===== config.mk =====
export PLATFORM = sky130hd
export DESIGN_NAME = leaky_integrate_fire_neuron_core
export DESIGN_NICKNAME = d
export VERILOG_FILES = /design/src/lif_pkg.sv /design/src/leaky_integrate_fire_neuron_core.sv /design/src/lif_regs.sv /design/src/lif_div.sv
export VERILOG_INCLUDE_DIRS = /design/src /design/src/src
export SDC_FILE = /design/constraint.sdc
export NUM_CORES = 2
export LEC_CHECK = 0
export BUFFER_PORTS_ARGS = -buffer_cell sky130_fd_sc_hd__buf_2
export CORE_UTILIZATION = 30
export CTS_BUF_LIST = sky130_fd_sc_hd__clkbuf_2 sky130_fd_sc_hd__clkbuf_4 sky130_fd_sc_hd__clkbuf_8
export DETAILED_ROUTE_END_ITERATION = 12
export PLACE_DENSITY_LB_ADDON = 0.08
export SYNTH_ARGS = -nofsm -noshare
export SYNTH_HDL_FRONTEND = slang
export SYNTH_SLANG_ARGS = --single-unit

===== constraint.sdc =====
create_clock -name clk -period 10.3 [get_ports clk]
set_input_delay 0.515 -clock clk [delete_from_list [all_inputs] [get_ports clk]]
set_output_delay 0.515 -clock clk [all_outputs]
set_load 0.03 [all_outputs]

===== src/assert_macros.svh =====
// assertion macros used by the neuron core
// no dependencies; define NO_ASSERTIONS to compile them out
`ifndef ASSERT_MACROS_SVH
`define ASSERT_MACROS_SVH

`ifndef NO_ASSERTIONS

// same-cycle implication
`define ASSERT_IMPL(lbl, clk, rst_n, ante, cons) \
  lbl: assert property (@(posedge clk) disable iff (!rst_n) (ante) |-> (cons)) \
    else $error("assertion failed");

// next-cycle implication
`define ASSERT_NEXT(lbl, clk, rst_n, ante, cons) \
  lbl: assert property (@(posedge clk) disable iff (!rst_n) (ante) |=> (cons)) \
    else $error("assertion failed");

`else

`define ASSERT_IMPL(lbl, clk, rst_n, ante, cons)
`define ASSERT_NEXT(lbl, clk, rst_n, ante, cons)

`endif

`endif


===== src/lif_pkg.sv =====
// types and constants of the leaky integrate-and-fire neuron core
// no dependencies
`timescale 1ns / 1ps

package lif_pkg;

  localparam int DATA_W    = 32;
  localparam int WIDE_W    = 64;
  localparam int ADDR_W    = 4;
  localparam int DIV_STEPS = 64;
  localparam int CNT_W     = $clog2(DIV_STEPS);

  // limit on the magnitude of one euler step
  localparam logic [WIDE_W-1:0] DELTA_CAP = 64'h0000_0002_0000_0000;

  localparam logic [DATA_W-1:0] TC_RESET  = 32'h0001_0000;
  localparam logic [DATA_W-1:0] RES_RESET = 32'h0001_0000;
  localparam logic [DATA_W-1:0] VR_RESET  = 32'h0000_0000;

  typedef enum logic [1:0] {
    REG_TIME_CONSTANT     = 2'd0,
    REG_RESISTANCE        = 2'd1,
    REG_RESTING_POTENTIAL = 2'd2
  } reg_idx_t;

  typedef enum logic {
    OP_PULSE = 1'b0,
    OP_TICK  = 1'b1
  } opcode_t;

  typedef enum logic [2:0] {
    S_IDLE,
    S_MUL,
    S_COMB,
    S_DIV,
    S_FIN,
    S_OUT
  } state_t;

  typedef struct packed {
    logic [DATA_W-1:0]        time_constant;
    logic [DATA_W-1:0]        resistance;
    logic signed [DATA_W-1:0] resting_potential;
  } cfg_t;

  typedef struct packed {
    logic busy;
    logic done;
  } div_stat_t;

endpackage


===== src/leaky_integrate_fire_neuron_core.sv =====
// leaky integrate-and-fire neuron: sequencer, accumulator, potential and output stage
// depends on lif_pkg, lif_regs, lif_div and assert_macros.svh
`timescale 1ns / 1ps
`include "assert_macros.svh"

// A pulse transaction adds its signed Q16.16 weight to the input accumulator with
// saturation and returns nothing. A tick transaction runs one Euler step and returns
// one result (spike flag and new potential). A tick passes from acceptance to result
// through a multiply state, a combine state that starts the bit-serial restoring
// divider (64 quotient steps, then a done flag), a state that updates and saturates
// the potential, and a state that compares it against threshold and waits for the
// output register to be free. The input side is not ready while a tick is in progress;
// a pulse can be accepted while a previous result still waits on the output register.
// Registers sit at byte addresses 0x0 (time_constant), 0x4 (resistance) and 0x8
// (resting_potential); pready is always high.
module leaky_integrate_fire_neuron_core #(
  parameter int FRAC_BITS = 16
) (
  input  logic                              clk,
  input  logic                              rst_n,
  input  logic                              psel,
  input  logic                              penable,
  input  logic                              pwrite,
  input  logic [lif_pkg::ADDR_W-1:0]        paddr,
  input  logic [lif_pkg::DATA_W-1:0]        pwdata,
  output logic [lif_pkg::DATA_W-1:0]        prdata,
  output logic                              pready,
  input  logic                              in_valid,
  output logic                              in_ready,
  input  logic                              in_opcode,
  input  logic signed [lif_pkg::DATA_W-1:0] in_pulse_weight,
  output logic                              out_valid,
  input  logic                              out_ready,
  output logic                              out_spike,
  output logic signed [lif_pkg::DATA_W-1:0] out_potential
);

  localparam logic signed [lif_pkg::DATA_W-1:0] THRESH =
    lif_pkg::DATA_W'(64'(1) << FRAC_BITS);
  localparam logic signed [35:0] S32_MAX = 36'sh07FFFFFFF;
  localparam logic signed [35:0] S32_MIN = 36'shF80000000;

  function automatic logic signed [lif_pkg::DATA_W-1:0] sat32(
    input logic signed [35:0] v
  );
    logic signed [lif_pkg::DATA_W-1:0] r;
    if (v > S32_MAX)      r = S32_MAX[lif_pkg::DATA_W-1:0];
    else if (v < S32_MIN) r = S32_MIN[lif_pkg::DATA_W-1:0];
    else                  r = v[lif_pkg::DATA_W-1:0];
    return r;
  endfunction

  lif_pkg::cfg_t      cfg;
  lif_pkg::div_stat_t div_st;
  lif_pkg::state_t    state_r, state_nxt;

  logic signed [lif_pkg::DATA_W-1:0] acc_r;
  logic signed [lif_pkg::DATA_W-1:0] pot_r;
  logic [lif_pkg::WIDE_W-1:0]        mag_a_r;
  logic                              neg_a_r, neg_b_r, neg_n_r;
  logic [lif_pkg::WIDE_W-1:0]        q_r;
  logic                              out_valid_r, out_spike_r;
  logic signed [lif_pkg::DATA_W-1:0] out_pot_r;

  logic                              pulse_acc, tick_acc, div_start, out_free;
  logic [lif_pkg::DATA_W-1:0]        abs_acc, abs_pot;
  logic [lif_pkg::WIDE_W-1:0]        prod, mag_b, mag_n;
  logic                              neg_n;
  logic [33:0]                       q_cap;
  logic signed [35:0]                pot_sum;

  lif_regs u_regs (
    .clk     (clk),
    .rst_n   (rst_n),
    .psel    (psel),
    .penable (penable),
    .pwrite  (pwrite),
    .paddr   (paddr),
    .pwdata  (pwdata),
    .prdata  (prdata),
    .pready  (pready),
    .cfg     (cfg)
  );

  lif_div u_div (
    .clk      (clk),
    .rst_n    (rst_n),
    .start    (div_start),
    .dividend (mag_n),
    .divisor  (cfg.time_constant),
    .quotient (q_r),
    .stat     (div_st)
  );

  assign out_free  = !out_valid_r || out_ready;
  assign pulse_acc = in_valid && in_ready && (in_opcode == lif_pkg::OP_PULSE);
  assign tick_acc  = in_valid && in_ready && (in_opcode == lif_pkg::OP_TICK);

  // next state
  always_comb begin
    state_nxt = state_r;
    unique case (state_r)
      lif_pkg::S_IDLE: if (tick_acc) state_nxt = lif_pkg::S_MUL;
      lif_pkg::S_MUL:  state_nxt = lif_pkg::S_COMB;
      lif_pkg::S_COMB: state_nxt = lif_pkg::S_DIV;
      lif_pkg::S_DIV:  if (div_st.done) state_nxt = lif_pkg::S_FIN;
      lif_pkg::S_FIN:  state_nxt = lif_pkg::S_OUT;
      lif_pkg::S_OUT:  if (out_free) state_nxt = lif_pkg::S_IDLE;
      default:         state_nxt = lif_pkg::S_IDLE;
    endcase
  end

  // state outputs
  always_comb begin
    in_ready  = 1'b0;
    div_start = 1'b0;
    unique case (state_r)
      lif_pkg::S_IDLE: in_ready  = 1'b1;
      lif_pkg::S_COMB: div_start = 1'b1;
      default: ;
    endcase
  end

  always_ff @(posedge clk) begin
    if (!rst_n) state_r <= lif_pkg::S_IDLE;
    else        state_r <= state_nxt;
  end

  // magnitudes and product of resistance and accumulated input
  assign abs_acc = acc_r[lif_pkg::DATA_W-1] ? lif_pkg::DATA_W'(-acc_r) : acc_r;
  assign abs_pot = pot_r[lif_pkg::DATA_W-1] ? lif_pkg::DATA_W'(-pot_r) : pot_r;
  assign prod    = cfg.resistance * abs_acc;
  assign mag_b   = lif_pkg::WIDE_W'(abs_pot) << FRAC_BITS;

  // signed-magnitude numerator, fed straight into the divider
  always_comb begin
    if (neg_a_r == neg_b_r) begin
      neg_n = neg_a_r;
      mag_n = mag_a_r + mag_b;
    end else if (mag_a_r >= mag_b) begin
      neg_n = neg_a_r;
      mag_n = mag_a_r - mag_b;
    end else begin
      neg_n = neg_b_r;
      mag_n = mag_b - mag_a_r;
    end
  end

  assign q_cap   = (q_r > lif_pkg::DELTA_CAP) ? lif_pkg::DELTA_CAP[33:0] : q_r[33:0];
  assign pot_sum = neg_n_r ? 36'(pot_r) - $signed({2'b00, q_cap})
                           : 36'(pot_r) + $signed({2'b00, q_cap});

  always_ff @(posedge clk) begin
    if (!rst_n) begin
      acc_r <= '0;
      pot_r <= '0;
    end else begin
      if (pulse_acc) acc_r <= sat32(36'(acc_r) + 36'(in_pulse_weight));
      else if (state_r == lif_pkg::S_MUL) acc_r <= '0;
      if (state_r == lif_pkg::S_FIN) pot_r <= sat32(pot_sum);
      else if (state_r == lif_pkg::S_OUT && out_free && pot_r >= THRESH)
        pot_r <= cfg.resting_potential;
    end
  end

  always_ff @(posedge clk) begin
    if (state_r == lif_pkg::S_MUL) begin
      mag_a_r <= prod;
      neg_a_r <= acc_r[lif_pkg::DATA_W-1];
      neg_b_r <= (pot_r > 0);
    end
    if (div_start) neg_n_r <= neg_n;
  end

  // output register, loaded once the previous result has gone
  always_ff @(posedge clk) begin
    if (!rst_n) begin
      out_valid_r <= 1'b0;
    end else if (state_r == lif_pkg::S_OUT && out_free) begin
      out_valid_r <= 1'b1;
    end else if (out_ready) begin
      out_valid_r <= 1'b0;
    end
  end

  always_ff @(posedge clk) begin
    if (state_r == lif_pkg::S_OUT && out_free) begin
      out_spike_r <= (pot_r >= THRESH);
      out_pot_r   <= (pot_r >= THRESH) ? cfg.resting_potential : pot_r;
    end
  end

  assign out_valid     = out_valid_r;
  assign out_spike     = out_spike_r;
  assign out_potential = out_pot_r;

  `ASSERT_NEXT(a_tick_busy, clk, rst_n, tick_acc, !in_ready)
  `ASSERT_IMPL(a_acc_cleared, clk, rst_n, state_r == lif_pkg::S_FIN, acc_r == '0)
  `ASSERT_IMPL(a_done_in_div, clk, rst_n, div_st.done, state_r == lif_pkg::S_DIV)
  `ASSERT_IMPL(a_busy_in_div, clk, rst_n, div_st.busy, state_r == lif_pkg::S_DIV)
  `ASSERT_NEXT(a_out_load, clk, rst_n, state_r == lif_pkg::S_OUT && out_free, out_valid_r && state_r == lif_pkg::S_IDLE)

endmodule


===== src/lif_regs.sv =====
// apb-style configuration registers of the neuron core
// depends on lif_pkg
`timescale 1ns / 1ps

module lif_regs (
  input  logic                       clk,
  input  logic                       rst_n,
  input  logic                       psel,
  input  logic                       penable,
  input  logic                       pwrite,
  input  logic [lif_pkg::ADDR_W-1:0] paddr,
  input  logic [lif_pkg::DATA_W-1:0] pwdata,
  output logic [lif_pkg::DATA_W-1:0] prdata,
  output logic                       pready,
  output lif_pkg::cfg_t              cfg
);

  lif_pkg::cfg_t cfg_r;
  logic          wr_en;
  logic [1:0]    idx;

  assign pready = 1'b1;
  assign wr_en  = psel && penable && pwrite;
  assign idx    = paddr[3:2];
  assign cfg    = cfg_r;

  always_ff @(posedge clk) begin
    if (!rst_n) begin
      cfg_r.time_constant     <= lif_pkg::TC_RESET;
      cfg_r.resistance        <= lif_pkg::RES_RESET;
      cfg_r.resting_potential <= lif_pkg::VR_RESET;
    end else if (wr_en) begin
      unique case (idx)
        lif_pkg::REG_TIME_CONSTANT:     cfg_r.time_constant     <= pwdata;
        lif_pkg::REG_RESISTANCE:        cfg_r.resistance        <= pwdata;
        lif_pkg::REG_RESTING_POTENTIAL: cfg_r.resting_potential <= $signed(pwdata);
        default: ;
      endcase
    end
  end

  always_comb begin
    unique case (idx)
      lif_pkg::REG_TIME_CONSTANT:     prdata = cfg_r.time_constant;
      lif_pkg::REG_RESISTANCE:        prdata = cfg_r.resistance;
      lif_pkg::REG_RESTING_POTENTIAL: prdata = cfg_r.resting_potential;
      default:                        prdata = '0;
    endcase
  end

endmodule


===== src/lif_div.sv =====
// restoring divider, one quotient bit per cycle on a shared subtractor
// depends on lif_pkg
`timescale 1ns / 1ps

module lif_div (
  input  logic                       clk,
  input  logic                       rst_n,
  input  logic                       start,
  input  logic [lif_pkg::WIDE_W-1:0] dividend,
  input  logic [lif_pkg::DATA_W-1:0] divisor,
  output logic [lif_pkg::WIDE_W-1:0] quotient,
  output lif_pkg::div_stat_t         stat
);

  logic [lif_pkg::WIDE_W-1:0] quo_r, quo_nxt;
  logic [lif_pkg::DATA_W-1:0] rem_r, rem_nxt;
  logic [lif_pkg::DATA_W-1:0] dsr_r;
  logic [lif_pkg::CNT_W-1:0]  cnt_r, cnt_nxt;
  logic                       busy_r, busy_nxt;
  logic                       done_r, done_nxt;
  logic [lif_pkg::DATA_W+1:0] trial;

  // shift in the next dividend bit and try the subtraction
  assign trial = {1'b0, rem_r, quo_r[lif_pkg::WIDE_W-1]} - {2'b00, dsr_r};

  always_comb begin
    quo_nxt  = quo_r;
    rem_nxt  = rem_r;
    cnt_nxt  = cnt_r;
    busy_nxt = busy_r;
    done_nxt = 1'b0;
    if (start) begin
      quo_nxt  = dividend;
      rem_nxt  = '0;
      cnt_nxt  = '0;
      busy_nxt = 1'b1;
    end else if (busy_r) begin
      if (!trial[lif_pkg::DATA_W+1]) begin
        rem_nxt = trial[lif_pkg::DATA_W-1:0];
        quo_nxt = {quo_r[lif_pkg::WIDE_W-2:0], 1'b1};
      end else begin
        rem_nxt = {rem_r[lif_pkg::DATA_W-2:0], quo_r[lif_pkg::WIDE_W-1]};
        quo_nxt = {quo_r[lif_pkg::WIDE_W-2:0], 1'b0};
      end
      cnt_nxt = cnt_r + 1'b1;
      if (cnt_r == lif_pkg::CNT_W'(lif_pkg::DIV_STEPS - 1)) begin
        busy_nxt = 1'b0;
        done_nxt = 1'b1;
      end
    end
  end

  always_ff @(posedge clk) begin
    if (!rst_n) begin
      busy_r <= 1'b0;
      done_r <= 1'b0;
      cnt_r  <= '0;
    end else begin
      busy_r <= busy_nxt;
      done_r <= done_nxt;
      cnt_r  <= cnt_nxt;
    end
  end

  always_ff @(posedge clk) begin
    quo_r <= quo_nxt;
    rem_r <= rem_nxt;
    // zero time constant behaves as the smallest nonzero code
    if (start) dsr_r <= (divisor == '0) ? lif_pkg::DATA_W'(1) : divisor;
  end

  assign quotient  = quo_r;
  assign stat.busy = busy_r;
  assign stat.done = done_r;

endmodule

==> results_dict.tcl <==
set metrics [dict create \
    cts.clk_slew.worst_paths_ps 60 \
    slew_headroom_pct 15.9 \
    die_x_um 459 \
    vias_per_cell 4.97 \
    antenna_found_initial 12 \
    critPathBufInv 5 \
    grt_max_degree 123 \
    overflow 0 \
    syn_avg_cell_area_um2 8.47 \
    grt_pass1_vias 53600 \
    design.core.area_um2 207000 \
    htree_levels 3 \
    p_leak_nw 33.0 \
    cp.required_ps 10840 \
    synth_cell_types 85 \
    start_util_pct 30.2 \
    fin_tns_setup_ps 0 \
    power_density_nw_per_um2 90.6 \
    drive_gt1_share_pct 8.91 \
    layout_commonest_cell "inv_1" \
    crit_type "flip-flop to flip-flop" \
    max_freq_ghz 0.101 \
    power.internal_mw 3.79 \
    crit_path_start_kind "flip-flop" \
    wirelength_mm 226 \
    synth-seq-cells 400 \
    die_area_um2 210000 \
    drc 0 \
    hold_violations 0 \
    wl_per_cell_um 22.0 \
    tightest_slew_ps 1260 \
    final_util_pct 33.6 \
    setup_viol 0 \
    path_delay_family "adder cells" \
    num_rows 167 \
    synthCells 7387 \
    clockPowerShare_pct 30.0 \
    io_buffer_count 140 \
    finalNetCount 8886 \
    drv_slew 0 \
    clock-root-buffer "clkbuf_8" \
    final.min_clock_period_ps 9890 \
    grt_usage_pct 21.6 \
    switching_share_pct 39.9 \
    nFillCells 21900 \
    endpoint_kind "flip-flop" \
    multiInputGateArea_um2 47100 \
    seqPwrFrac_pct 31.5 \
    fin_crit_sh_pct 96.0 \
    yosys_warnings 0 \
    die_y_um 459 \
    final_cell_mix "inv_1 (1122), nand2_1 (1097), fa_1 (901)" \
    first_pass_iters 7 \
    hp-class "primary input to flip-flop" \
    status "complete, no violations" \
    syn_nets 8826 \
    netlist_area_um2 62500 \
    p_sw_mw 2.52 \
    synth_edf_count 196 \
    path_max_fanout 23 \
    grt_pass1_wl_mm 345 \
    drtIter0Drc 3153 \
    worstSkewPairLatency_ps 810 \
    ant_nets 0 \
    synthToLayoutAreaGrowth_pct 11.4 \
    cpMaxStageDelayCell "or4_1" \
    vias 51200 \
    cpMostUsedCell "fa_1" \
    dp_hpwl_mm 185 \
    tritoncts "built" \
    ys_seq_area_share_pct 15.9 \
    synthFlopType "dfxtp_1" \
    async_flop_share_pct 0 \
    clock_sinks 400 \
    clk_path_buf_depth 3 \
    gp_congestion 0.902 \
    cp.arrival_ps 10420 \
    combPwrFrac_pct 38.5 \
    regArea_um2 10000 \
    drv_cap 0 \
    peakVddDrop_mv 0.117 \
    finalClockSkew_ps 57.8 \
    io_pins 144 \
    cpPeakStageDelay_ps 640 \
    rsz0062_at_grt "no" \
    cts_made_buffers 82 \
]
cells by family after synthesis:
logic type	Yosys count	synth area share, %
and+or+nand+nor	2357	17.9
xor gates and xnor gates	276	3.87
AOI/OAI and AO/OA	1333	13.2
DFF	400	15.9
other	1	0.00600
buffers and inverters	1564	9.43
adders and majority gates	1363	38.1
muxes	93	1.55
timing repair:
action,4_1_cts,5_1_grt
endpoints found under the hold margin,95,0
resized for setup,0,17
buffers inserted,0,0
hold buffers,32,0
endpoints found under the setup margin,0,11
registers in the layout, indices dropped and copies added (netlist names):
signal / flops
out_valid: 1
u_div.busy_r: 1
u_regs.cfg: 96
neg_b_r: 1
mag_a_r: 64
out_spike: 1
u_div.done_r: 1
neg_n_r: 1
pot_r: 32
u_div.quotient: 64
u_div.dsr_r: 32
u_div.cnt_r: 6
u_div.rem_r: 32
acc_r: 32
out_potential: 32
neg_a_r: 1
state_r: 3
worst paths after layout:
kind                  startpoint        endpoint  slack [ps]  cells past startpoint
setup / recovery        acc_r[6]     mag_a_r[63]         410                     35
hold / removal         out_ready       out_valid          80                      3
setup reg to reg        acc_r[6]     mag_a_r[63]         410                     35
hold reg to reg   u_div.rem_r[1]  u_div.rem_r[1]         490                      2
worst register-to-register path, delay by kind of cell (launching register included):
kind,cells,cell delay (ps)
fa+ha+maj,9,3990
simple gates,8,2260
compound gates,11,2150
buf+inv,5,680
flops,1,300
xor+xnor,2,270
power by group through the flow:
stage	Clock, mW	Combinational, mW	Sequential, mW
after floorplan	0	1.62	1.96
after global placement	0	2.40	2.02
after detailed placement	0	2.41	2.02
after CTS	1.96	2.44	1.99
after global routing	2.02	2.71	2.01
final	1.89	2.43	1.99
metal layers:
metal / track usage, % / part of all wire (%)
met2: 35.3 / 46
met3: 1.86 / 3.8
met4: 5.47 / 2.4
met5: 0 / 0.018
met1: 30.7 / 48
Yosys cell counts, types with 14 or more instances:
cell / count / area [um^2]
a2111oi_0: 14 / 123
a211oi_1: 48 / 360
a21o_1: 130 / 976
a21oi_1: 449 / 2250
a31oi_1: 46 / 288
and2_1: 462 / 2890
and3_1: 26 / 163
clkbuf_1: 414 / 1550
dfxtp_1: 204 / 4080
edfxtp_1: 196 / 5890
fa_1: 901 / 18000
ha_1: 462 / 5780
inv_1: 1123 / 4220
mux2_2: 31 / 349
mux2i_1: 62 / 621
nand2_1: 1099 / 4130
nand2b_1: 41 / 257
nand3_1: 85 / 425
nand4_1: 52 / 325
nor2_1: 284 / 1070
nor2b_1: 69 / 432
nor3_1: 86 / 430
nor4_1: 50 / 313
o211ai_1: 31 / 233
o21a_1: 58 / 435
o21ai_0: 320 / 1600
o21bai_1: 43 / 323
o31a_1: 17 / 149
o31ai_1: 28 / 210
or2_2: 14 / 87.6
or3_1: 36 / 225
or4_1: 17 / 128
xnor2_1: 176 / 1540
xor2_1: 100 / 876
through the flow:
| step | cell area, um^2 | hold slack [ps] | power, mW | setup WS (ps) | cells |
|---|---|---|---|---|---|
| global placement | 67400 | 475 | 4.42 | 110 | 10100 |
| finish | 69700 | 81.8 | 6.31 | 413 | 10300 |
| detailed placement | 67400 | 478 | 4.43 | 199 | 10100 |
| global route | 69700 | 99.2 | 6.74 | 6.86 | 10300 |
| floorplan | 62500 | 453 | 3.57 | 792 | 7387 |
| CTS | 69600 | 18.0 | 6.38 | 161 | 10300 |
cell type report:
class	count	area share (%)
Antenna cell	3	0.0108
Clock buffer	115	2.03
Clock inverter	38	0.548
Inverter	1126	6.07
Multi-Input combinational cell	5423	67.6
Sequential cell	400	14.4
Tap cell	2788	5.01
Timing Repair Buffer	414	4.33
(Power assumes the default switching activity.)
